[src/design/r2fft_ram.sv]
// Generic single-port-write, single-port-read RAM with registered read data.
module r2fft_ram #(
    parameter int WIDTH = 8,
    parameter int DEPTH = 16
) (
    input  logic                     clk,
    input  logic                     we,
    input  logic [$clog2(DEPTH)-1:0] waddr,
    input  logic [WIDTH-1:0]         wdata,
    input  logic [$clog2(DEPTH)-1:0] raddr,
    output logic [WIDTH-1:0]         rdata
);

    logic [WIDTH-1:0] mem_reg [DEPTH];

    always_ff @(posedge clk)
    begin
        if (we)
        begin
            mem_reg[waddr] <= wdata;
        end
        rdata <= mem_reg[raddr];
    end

endmodule

[config.mk]
export PLATFORM = sky130hd
export DESIGN_NAME = r2fft_ram
export DESIGN_NICKNAME = d
export VERILOG_FILES = /design/src/design/r2fft_ram.sv
export SDC_FILE = /design/constraint.sdc
export NUM_CORES = 1
export LEC_CHECK = 0
export BUFFER_PORTS_ARGS = -buffer_cell sky130_fd_sc_hd__buf_2
export CAP_MARGIN = 25
export CORE_MARGIN = 8
export CORE_UTILIZATION = 46
export DETAILED_ROUTE_END_ITERATION = 12
export PLACE_DENSITY_LB_ADDON = 0.25
export REMOVE_ABC_BUFFERS = 1
export SETUP_SLACK_MARGIN = 0.15
export SYNTH_ARGS = -nofsm -noshare
export SYNTH_HDL_FRONTEND = slang
export SYNTH_SLANG_ARGS = --single-unit
[constraint.sdc]
create_clock -name clk -period 2.75 [get_ports clk]
set_clock_uncertainty 0.15 [all_clocks]
set_input_delay 0.6875 -clock clk [delete_from_list [all_inputs] [get_ports clk]]
set_output_delay 0.6875 -clock clk [all_outputs]
set_load 0.05 [all_outputs]
==> results.py <==
metrics = {
    "cells_and_area": {
        "final_nets": 302,
        "drive_above_1_share_pct": 31.4,
        "fin_cells": 436,
        "syn_to_final_growth_pct": 19.5,
        "diodes": 0,
        "largest_register_ffs": 128,
    },
    "job": {
        "max_cap_viol_count": 0,
    },
    "worst_setup_path": {
        "endpoint_kind": "primary output",
        "crit_family": "flip-flops",
        "critPathLaunch": "rdata[7]",
        "r2r_cells": 3,
        "reg2reg_to": "rdata[4]",
        "r2r-start": "mem_reg[1][4]",
        "arrival_ns": 1.18,
        "worstPathMaxFanout": 1,
        "crit_buf_inv": 1,
        "required_ns": 1.91,
        "path_depth": 1,
        "cpPeakStageDelay_ns": 0.38,
        "slowest_stage": "dfxtp_1",
        "crit_path_cell_trace": "buf_2",
        "rrSetupSlack_ns": 1.19,
        "cp-start-kind": "flop",
        "criticalPathCategory": "reg -> out",
        "crit_end": "rdata[7]",
    },
    "clocking": {
        "cts_buffer_depth": 2,
        "h-tree-depth": 4,
        "cts_setup_buffers": 0,
        "holdBufCountCts": 0,
        "cts_buffers": 17,
        "post_cts_resized": 0,
        "clk-insertion-delay-late_ns": 0.51,
        "tritoncts": "yes",
        "clk_pin_slew_ns": 0.06,
        "cts_root_buf": "clkbuf_8",
        "clock-sinks": 136,
    },
    "synth": {
        "yosys-top-cells-area": "edfxtp_1 75%, mux4_2 7.9%, mux4_1 7.1%",
        "ys_seq_area_share_pct": 77.8,
        "avgSynthCellArea_um2": 22.5,
        "synth_warnings": 0,
        "netlist_area_um2": 5150,
        "synth.distinct_cells": 19,
        "postSynthCellCount": 229,
        "synth_top_area_share_pct": 74.7,
        "ys_ff_latch": 136,
        "yosysTopAreaCell": "edfxtp_1",
    },
    "worst_hold_path": {
        "hold_class": "in -> reg",
        "hold_path_depth": 1,
    },
    "drt": {
        "num_vias": 2480,
        "drt_wl_total_um": 10100,
        "routedWlPerCell_um": 23.1,
        "drt-initial-drc-count": 179,
        "routed_via_density": 5.69,
        "postRouteAntennaNets": 0,
        "drc": 0,
        "first_pass_iters": 4,
    },
    "power_and_ir_drop": {
        "power_mw": 4.87,
        "leakage_nw": 2.10,
        "ir_drop_uv": 404,
        "power_density_nw_per_um2": 791,
    },
    "grt": {
        "antenna_found_initial": 0,
        "grt_max_degree": 18,
        "grt_overflow": 0,
        "grt_pass1_wl_um": 15100,
        "grt_pass1_vias": 2618,
        "track_usage_pct": 14.3,
    },
    "sta": {
        "hold_slack_ns": 0.414,
        "worstMarginPinSlew_ns": 0.716,
        "setup_tns_ns": 0,
        "rsz0062_at_grt": "no",
        "layout_min_cycle_time_ns": 2.02,
        "slew_viol_final": 0,
        "slew_headroom_pct": 52.1,
        "timing.final.crit_share_pct": 73.5,
        "finalWorstSetupSlack_ns": 0.730,
        "finalSetupViolCount": 0,
        "hold_violations": 0,
        "max_freq_ghz": 0.495,
    },
    "placed_design": {
        "hpwlAfterDp_um": 6470,
        "port_buffers": 25,
        "dp.cells": 405,
        "place_congestion": 0.758,
        "dp_worst_setup_slack_ns": 0.306,
    },
    "floorplanning": {
        "core_area_um2": 10900,
        "die_w_um": 122,
        "pin_count": 26,
        "initial_core_util_pct": 47.3,
        "chipHeight_um": 122,
        "die-area_um2": 14800,
        "rows": 38,
    },
    "outcome": {
        "outcome": "complete, no violations",
    },
}
==> report_power, final <==
group          internal, mW  switching, mW
sequential             2.32         0.0131
combinational        0.0963          0.169
clock                  1.46          0.808
==> cells in the final DEF (no fill, tap or decap) <==
| cell | n |
|---|---|
| edfxtp_1 | 128 |
| buf_2 | 25 |
| mux4_2 | 18 |
| buf_4 | 18 |
| a22oi_1 | 16 |
| clkbuf_16 | 16 |
| mux4_1 | 14 |
| nor2_1 | 13 |
| nand2_1 | 9 |
| dfxtp_1 | 8 |
| nor3_1 | 4 |
| bufinv_16 | 4 |
| buf_12 | 3 |
| nand3b_1 | 2 |
| nand2b_1 | 2 |
| clkinv_4 | 2 |
| clkinv_2 | 2 |
| clkinv_1 | 2 |
| clkinvlp_4 | 2 |
| nor2b_1 | 1 |
| and2_1 | 1 |
| and2b_1 | 1 |
| nand3_1 | 1 |
| or3b_2 | 1 |
| clkbuf_8 | 1 |
| clkbuf_1 | 1 |
| inv_6 | 1 |
==> per-layer routing <==
metal  part of all wire (%)  wire length, um  GRT usage [%]  vias to the layer above
met3                    5.4              547           3.56                       15
met2                     50             4990           23.0                       86
met5                      0                0              0                        -
li1                       -                -              -                     1085
met1                     43             4360           18.0                     1294
met4                    1.5              155           6.78                        0
==> final cells by class <==
cell class	count	area [um2]
Fill cell	799	4730
Multi-Input combinational cell	83	1060
Clock buffer	18	418
Timing Repair Buffer	46	320
Sequential cell	136	4000
Tap cell	140	175
Clock inverter	13	179
==> kinds of logic (layout without fill, tap and decap cells) <==
kind of cell	after synthesis	count (layout)	share of synthesized area, %
compound gates	16	16	2.33
buf+inv	10	77	1.68
mux	32	32	15.0
simple gates	35	35	3.18
flops	136	136	77.8
==> per-stage QoR <==
step / util [%] / area, um2
final: 56.5 / 6150
after floorplan: - / 5060
after detailed placement: 51.0 / 5560
after CTS: 56.5 / 6150
after global placement: 51.0 / 5560
after global routing: 56.5 / 6150
==> synthesized netlist by cell type <==
cell type / number
or3b_2: 1
nor3_1: 4
and2_1: 1
nand2b_1: 2
a22oi_1: 16
and2b_1: 1
buf_4: 1
nand2_1: 9
dfxtp_1: 8
nor2b_1: 1
buf_6: 3
edfxtp_1: 128
clkdlybuf4s25_2: 3
nand3_1: 1
mux4_2: 18
buf_2: 3
mux4_1: 14
nand3b_1: 2
nor2_1: 13
==> worst min path at each step <==
stage / start / endpoint
floorplan: mem_reg[7][0] / rdata[0]
finish: wdata[5] / mem_reg[10][5]
detailed placement: mem_reg[14][5] / rdata[5]
CTS: wdata[0] / mem_reg[6][0]
global route: wdata[0] / mem_reg[6][0]
global placement: mem_reg[12][5] / rdata[5]
Power figures use the tool's default switching activity.
