<file path="src/design/r2fft_pkg.sv">
// Shared types, constants and functions of the radix-2 FFT.
package r2fft_pkg;

    localparam int MAX_LOG2_POINTS = 6;
    localparam int SAMPLE_BITS     = 16;
    localparam int BIN_BITS        = SAMPLE_BITS + MAX_LOG2_POINTS + 1;
    localparam int ADDR_BITS       = MAX_LOG2_POINTS;
    localparam int DEPTH           = 1 << ADDR_BITS;
    localparam int CNT_BITS        = ADDR_BITS + 1;
    localparam int LG_BITS         = 3;
    localparam int TW_BITS         = 17;
    localparam int TW_IDX_BITS     = ADDR_BITS - 1;
    localparam int PROD_BITS       = TW_BITS + BIN_BITS;
    localparam int ACC_BITS        = PROD_BITS + 1;
    localparam int T_BITS          = ACC_BITS - 15;
    localparam int SUM_BITS        = T_BITS + 1;
    localparam int WORD_BITS       = 2 * BIN_BITS;

    typedef logic signed [BIN_BITS-1:0] bin_t;
    typedef logic signed [TW_BITS-1:0]  tw_t;
    typedef logic signed [SUM_BITS-1:0] sum_t;

    typedef enum logic [1:0] {
        MUL_WR_BR,
        MUL_WI_BI,
        MUL_WR_BI,
        MUL_WI_BR
    } mul_sel_t;

    typedef enum logic [2:0] {
        ACC_HOLD,
        ACC_SET_RE,
        ACC_SUB_RE,
        ACC_SET_IM,
        ACC_ADD_IM
    } acc_op_t;

    typedef struct packed {
        logic                   cap_b;
        logic                   cap_a;
        mul_sel_t               mul_sel;
        acc_op_t                acc_op;
        logic [TW_IDX_BITS-1:0] tw_idx;
        logic                   inverse;
    } bfly_ctl_t;

    typedef enum logic {
        REG_INVERSE_MODE = 1'b0,
        REG_LOG2_POINTS  = 1'b1
    } cfg_reg_t;

    // Cosine over the first quarter turn of a 64-point circle, Q2.15.
    function automatic tw_t quarter_cos(input logic [4:0] k);
        tw_t v;
        case (k)
            5'd0:    v = 17'sd32768;
            5'd1:    v = 17'sd32610;
            5'd2:    v = 17'sd32138;
            5'd3:    v = 17'sd31357;
            5'd4:    v = 17'sd30274;
            5'd5:    v = 17'sd28899;
            5'd6:    v = 17'sd27246;
            5'd7:    v = 17'sd25330;
            5'd8:    v = 17'sd23170;
            5'd9:    v = 17'sd20788;
            5'd10:   v = 17'sd18205;
            5'd11:   v = 17'sd15447;
            5'd12:   v = 17'sd12540;
            5'd13:   v = 17'sd9512;
            5'd14:   v = 17'sd6393;
            5'd15:   v = 17'sd3212;
            default: v = 17'sd0;
        endcase
        return v;
    endfunction

    function automatic tw_t tw_cos(input logic [TW_IDX_BITS-1:0] k);
        logic [TW_IDX_BITS-1:0] mirror;
        mirror = TW_IDX_BITS'(0) - k;
        return (k <= 5'd16) ? quarter_cos(k) : -quarter_cos(mirror);
    endfunction

    function automatic tw_t tw_sin(input logic [TW_IDX_BITS-1:0] k);
        return (k <= 5'd16) ? quarter_cos(5'd16 - k) : quarter_cos(k - 5'd16);
    endfunction

    function automatic bin_t saturate(input sum_t v);
        sum_t hi;
        sum_t lo;
        hi = sum_t'({1'b0, {(BIN_BITS-1){1'b1}}});
        lo = -hi - sum_t'(1);
        if (v > hi)
            return bin_t'(hi);
        else if (v < lo)
            return bin_t'(lo);
        else
            return bin_t'(v);
    endfunction

    // Reverses the low lg bits of i.
    function automatic logic [ADDR_BITS-1:0] bit_reverse(input logic [CNT_BITS-1:0] i,
                                                         input logic [LG_BITS-1:0] lg);
        logic [ADDR_BITS-1:0] r;
        for (int b = 0; b < ADDR_BITS; b++)
        begin
            r[ADDR_BITS-1-b] = i[b];
        end
        return r >> (LG_BITS'(ADDR_BITS) - lg);
    endfunction

endpackage

</file>
<file path="src/design/r2fft_bfly.sv">
// Shared butterfly datapath: one multiplier, accumulators, round and saturate.
module r2fft_bfly (
    input  logic                 clk,
    input  r2fft_pkg::bfly_ctl_t ctl,
    input  r2fft_pkg::bin_t      rd_re,
    input  r2fft_pkg::bin_t      rd_im,
    output r2fft_pkg::bin_t      sum_re,
    output r2fft_pkg::bin_t      sum_im,
    output r2fft_pkg::bin_t      dif_re,
    output r2fft_pkg::bin_t      dif_im
);
    import r2fft_pkg::*;

    bin_t br_reg, bi_reg, ar_reg, ai_reg;
    logic signed [PROD_BITS-1:0] prod_reg, prod_next;
    logic signed [ACC_BITS-1:0]  acc_re_reg, acc_im_reg;
    logic signed [ACC_BITS-1:0]  rnd_re, rnd_im;
    logic signed [T_BITS-1:0]    t_re, t_im;
    tw_t  wr, ws, wi, mul_a;
    bin_t mul_b;

    assign wr = tw_cos(ctl.tw_idx);
    assign ws = tw_sin(ctl.tw_idx);
    assign wi = ctl.inverse ? ws : -ws;

    always_comb
    begin
        case (ctl.mul_sel)
            MUL_WR_BR: begin mul_a = wr; mul_b = br_reg; end
            MUL_WI_BI: begin mul_a = wi; mul_b = bi_reg; end
            MUL_WR_BI: begin mul_a = wr; mul_b = bi_reg; end
            MUL_WI_BR: begin mul_a = wi; mul_b = br_reg; end
            default:   begin mul_a = wr; mul_b = br_reg; end
        endcase
    end

    assign prod_next = PROD_BITS'(mul_a) * PROD_BITS'(mul_b);

    always_ff @(posedge clk)
    begin
        prod_reg <= prod_next;
        if (ctl.cap_b)
        begin
            br_reg <= rd_re;
            bi_reg <= rd_im;
        end
        if (ctl.cap_a)
        begin
            ar_reg <= rd_re;
            ai_reg <= rd_im;
        end
        case (ctl.acc_op)
            ACC_SET_RE: acc_re_reg <= ACC_BITS'(prod_reg);
            ACC_SUB_RE: acc_re_reg <= acc_re_reg - ACC_BITS'(prod_reg);
            ACC_SET_IM: acc_im_reg <= ACC_BITS'(prod_reg);
            ACC_ADD_IM: acc_im_reg <= acc_im_reg + ACC_BITS'(prod_reg);
            default:    ;
        endcase
    end

    // Round half up at bit 15, then keep the integer part.
    assign rnd_re = acc_re_reg + ACC_BITS'(16384);
    assign rnd_im = acc_im_reg + ACC_BITS'(16384);
    assign t_re   = rnd_re[ACC_BITS-1:15];
    assign t_im   = rnd_im[ACC_BITS-1:15];

    assign sum_re = saturate(SUM_BITS'(ar_reg) + SUM_BITS'(t_re));
    assign sum_im = saturate(SUM_BITS'(ai_reg) + SUM_BITS'(t_im));
    assign dif_re = saturate(SUM_BITS'(ar_reg) - SUM_BITS'(t_re));
    assign dif_im = saturate(SUM_BITS'(ai_reg) - SUM_BITS'(t_im));

endmodule

</file>
<file path="config.mk">
export PLATFORM = sky130hd
export DESIGN_NAME = r2fft_bfly
export DESIGN_NICKNAME = d
export VERILOG_FILES = /design/src/design/r2fft_pkg.sv /design/src/design/r2fft_bfly.sv
export SDC_FILE = /design/constraint.sdc
export NUM_CORES = 2
export LEC_CHECK = 0
export BUFFER_PORTS_ARGS = -buffer_cell sky130_fd_sc_hd__buf_2
export CAP_MARGIN = 5
export CORE_ASPECT_RATIO = 0.75
export CORE_UTILIZATION = 50
export DETAILED_ROUTE_END_ITERATION = 8
export GPL_TIMING_DRIVEN = 1
export PLACE_DENSITY = 0.67
export SYNTH_ARGS = -nofsm -noshare
export SYNTH_HDL_FRONTEND = slang
export SYNTH_SLANG_ARGS = --single-unit
</file>
<file path="constraint.sdc">
create_clock -name clk -period 11.3 [get_ports clk]
set_input_delay 0.565 -clock clk [delete_from_list [all_inputs] [get_ports clk]]
set_output_delay 0.565 -clock clk [all_outputs]
set_load 0.1 [all_outputs]
</file>
==> flow_summary.yaml <==
clocking:
  cts_max_path_buffers: 3
  cts_resized: 0
  cts_tree: "yes"
  htreeDepth: 1
  clk_pin_slew_ns: 0.07
  cts_sinks: 214
  cts_setup_buffers: 0
  clock_latency_ns: 0.55
  cts_inserted_buffers: 23
  root_buffer: "clkbuf_16"
  hold_buffers: 0
worst_setup_path:
  worstSetupEndpointType: "flop"
  cp_max_fo: 25
  reg2reg_to: "prod_reg[39]"
  reg2reg_depth: 21
  critPathCapture: "prod_reg[39]"
  cp.required_ns: 11.73
  slowest_delay_ns: 0.94
  critical_path_class: "in -> reg"
  cp.arrival_ns: 10.61
  worst_setup_path_start_kind: "input pin"
  startpoint: "ctl[2]"
  r2r_slack_ns: 4.06
  crit_slowest_cell: "o21ai_1"
  r2r-start: "br_reg[3]"
timing:
  rsz0062_at_grt: "no"
  setup_tns_ns: 0
  fmax_ghz: 0.0983
  period_share_pct: 90.1
  finalSetupViolations: 0
  max-slew-margin-rel_pct: 16.5
  slew_violations: 0
  hold_ws_ns: 0.214
  worst_pin_slew_ns: 1.22
  min_period_ns: 10.18
  hold_viol: 0
  finalClockSkew_ns: 0.0107
  layout_setup_ws_ns: 1.12
die:
  dieArea_sq_um: 71300
  fp.dieW_um: 308
  start_util_pct: 50.9
  rows: 83
  core_area_sq_um: 69000
  io_pins: 152
  fp.dieH_um: 232
final_layout:
  synthToLayoutAreaGrowth_pct: 7.00
  drive_gt1_share_pct: 7.75
  nets: 4952
  fin_area_sq_um: 37600
route:
  vias_per_cell: 5.86
  vias: 30233
  drc: 0
  ant_nets: 0
  drt_iter0_drc: 3303
  routedWlPerCell_um: 20.7
  totalWireLength_um: 107000
  first_pass_iters: 7
logic_synthesis:
  synth_edf_count: 174
  yosysWarnings: 0
  syn_area_sq_um: 35100
  synth_cell_types: 97
  synth_seq_area_share_pct: 17.2
  async_flop_share_pct: 0
  ys.flop_type: "edfxtp_1"
  synth-seq-cells: 214
  netlist_instances: 4146
  syn_nets: 4895
  avgSynthCellArea_sq_um: 8.47
global_routing:
  grt-ovfl-total: 0
  antenna_found_initial: 3
  grt_start_max_net_pins: 69
  grt.total_usage_pct: 30.1
  grt_pass1_wl_um: 165000
  grt_pass1_vias: 28232
flow_run:
  cap_viol_max_count: 0
placement:
  post-dp-hpwl_um: 88100
  placed_area_sq_um: 36800
  pre_cts_ws_ns: 0.875
  port_buffers: 151
  gp_congestion: 0.975
worst_hold_path:
  min_path_type: "in -> reg"
outcome:
  status: "finished clean"
cell usage after synthesis, types with 7 or more instances:
cell,number,area [sq um]
and2_1,60,375
inv_1,640,2400
a2111oi_0,7,61.3
xnor2_1,157,1380
nand2_1,431,1620
clkbuf_1,134,503
a41oi_1,10,87.6
o21ai_0,236,1180
nor2b_1,40,250
dfxtp_1,40,801
a31o_2,8,70.1
ha_1,296,3700
o31a_1,11,96.3
a21boi_0,10,75.1
nand3_1,89,445
or3_1,24,150
nor4_1,14,87.6
edfxtp_1,174,5230
nand2b_1,57,357
nor3_1,55,275
o22ai_1,32,200
a311oi_1,9,78.8
nor2_1,299,1120
fa_1,393,7870
or4_1,7,52.6
a22oi_1,11,82.6
a211oi_1,27,203
o211ai_1,36,270
a21o_1,73,548
o31ai_1,37,278
mux2_2,26,293
o21bai_1,39,293
nand4_1,24,150
o311ai_0,8,70.1
mux2i_1,40,400
a31oi_1,34,213
and4_1,9,78.8
o221ai_1,8,70.1
buf_2,30,150
o21a_1,28,210
a21oi_1,231,1160
and3_1,35,219
xor2_1,87,762
worst min-delay path by stage:
stage / startpoint / endpoint / slack, ns / cells past startpoint
4_1_cts: rd_im[1] / bi_reg[1] / 0.20 / 1
2_1_floorplan: prod_reg[34] / acc_im_reg[34] / 0.53 / 2
3_3_place_gp: prod_reg[3] / acc_re_reg[3] / 0.60 / 2
6_report: rd_im[16] / bi_reg[16] / 0.21 / 1
5_1_grt: rd_im[1] / ai_reg[1] / 0.21 / 1
3_5_place_dp: prod_reg[3] / acc_re_reg[3] / 0.59 / 2
per-stage QoR:
stage               cells  utilization (%)
floorplan            4146                -
global placement     5113             53.4
detailed placement   5113             53.4
CTS                  5155             54.5
global route         5155             54.5
finish               5158             54.5
placed cells by master (no fill, tap or decap), drive strengths merged, types with 28 or more instances in the layout:
master	instances
nand3	89
o22ai	32
edfxtp	174
dfxtp	40
nand2b	57
nor2	300
fa	393
a31oi	35
xor2	87
ha	296
a21o	73
xnor2	157
a211oi	28
mux2i	40
nor2b	40
nand2	432
and2	60
inv	648
o21bai	39
nor3	55
o31ai	38
o21ai	243
and3	35
o21a	28
a21oi	231
o211ai	36
buf	208
kinds of logic (layout without fill, tap and decap cells):
family / Yosys count / in the layout / share of synthesized area, %
adder cells (fa/ha/maj): 689 / 689 / 33.0
other: 0 / 3 / 0
multiplexers: 71 / 71 / 2.26
flip-flops: 214 / 214 / 17.2
XOR/XNOR: 244 / 244 / 6.09
AND/OR/NAND/NOR: 1183 / 1183 / 15.7
buffers and inverters: 817 / 891 / 8.91
AO/OA/AOI/OAI: 928 / 928 / 16.9
worst max-delay path: cells and delay by family:
family                   cells  cell delay [ns]
AO/OA/AOI/OAI                8             3.10
XOR/XNOR                     2             0.36
adder cells (fa/ha/maj)     10             4.28
buffers and inverters        9             1.34
multiplexers                 1             0.59
AND/OR/NAND/NOR              3             0.33
routing by layer:
metal / global-route usage, % / part of all wire (%)
met1: 46.8 / 47
met3: 8.28 / 12
met4: 5.80 / 2.3
met2: 41.0 / 39
met5: 0 / 0.033
final cells by class:
type | count | area [sq um]
clock inverters | 19 | 180
fillers | 6524 | 31400
repair buffers | 208 | 1180
inverters | 641 | 2410
flip-flops and latches | 214 | 6030
multi-input cells | 3115 | 26000
well taps | 935 | 1170
diodes | 3 | 7.51
clock buffers | 23 | 576
Power is left out: the tool's default activity adds up to more than one toggle a clock period on the data nets, which glitch-free logic cannot reach.
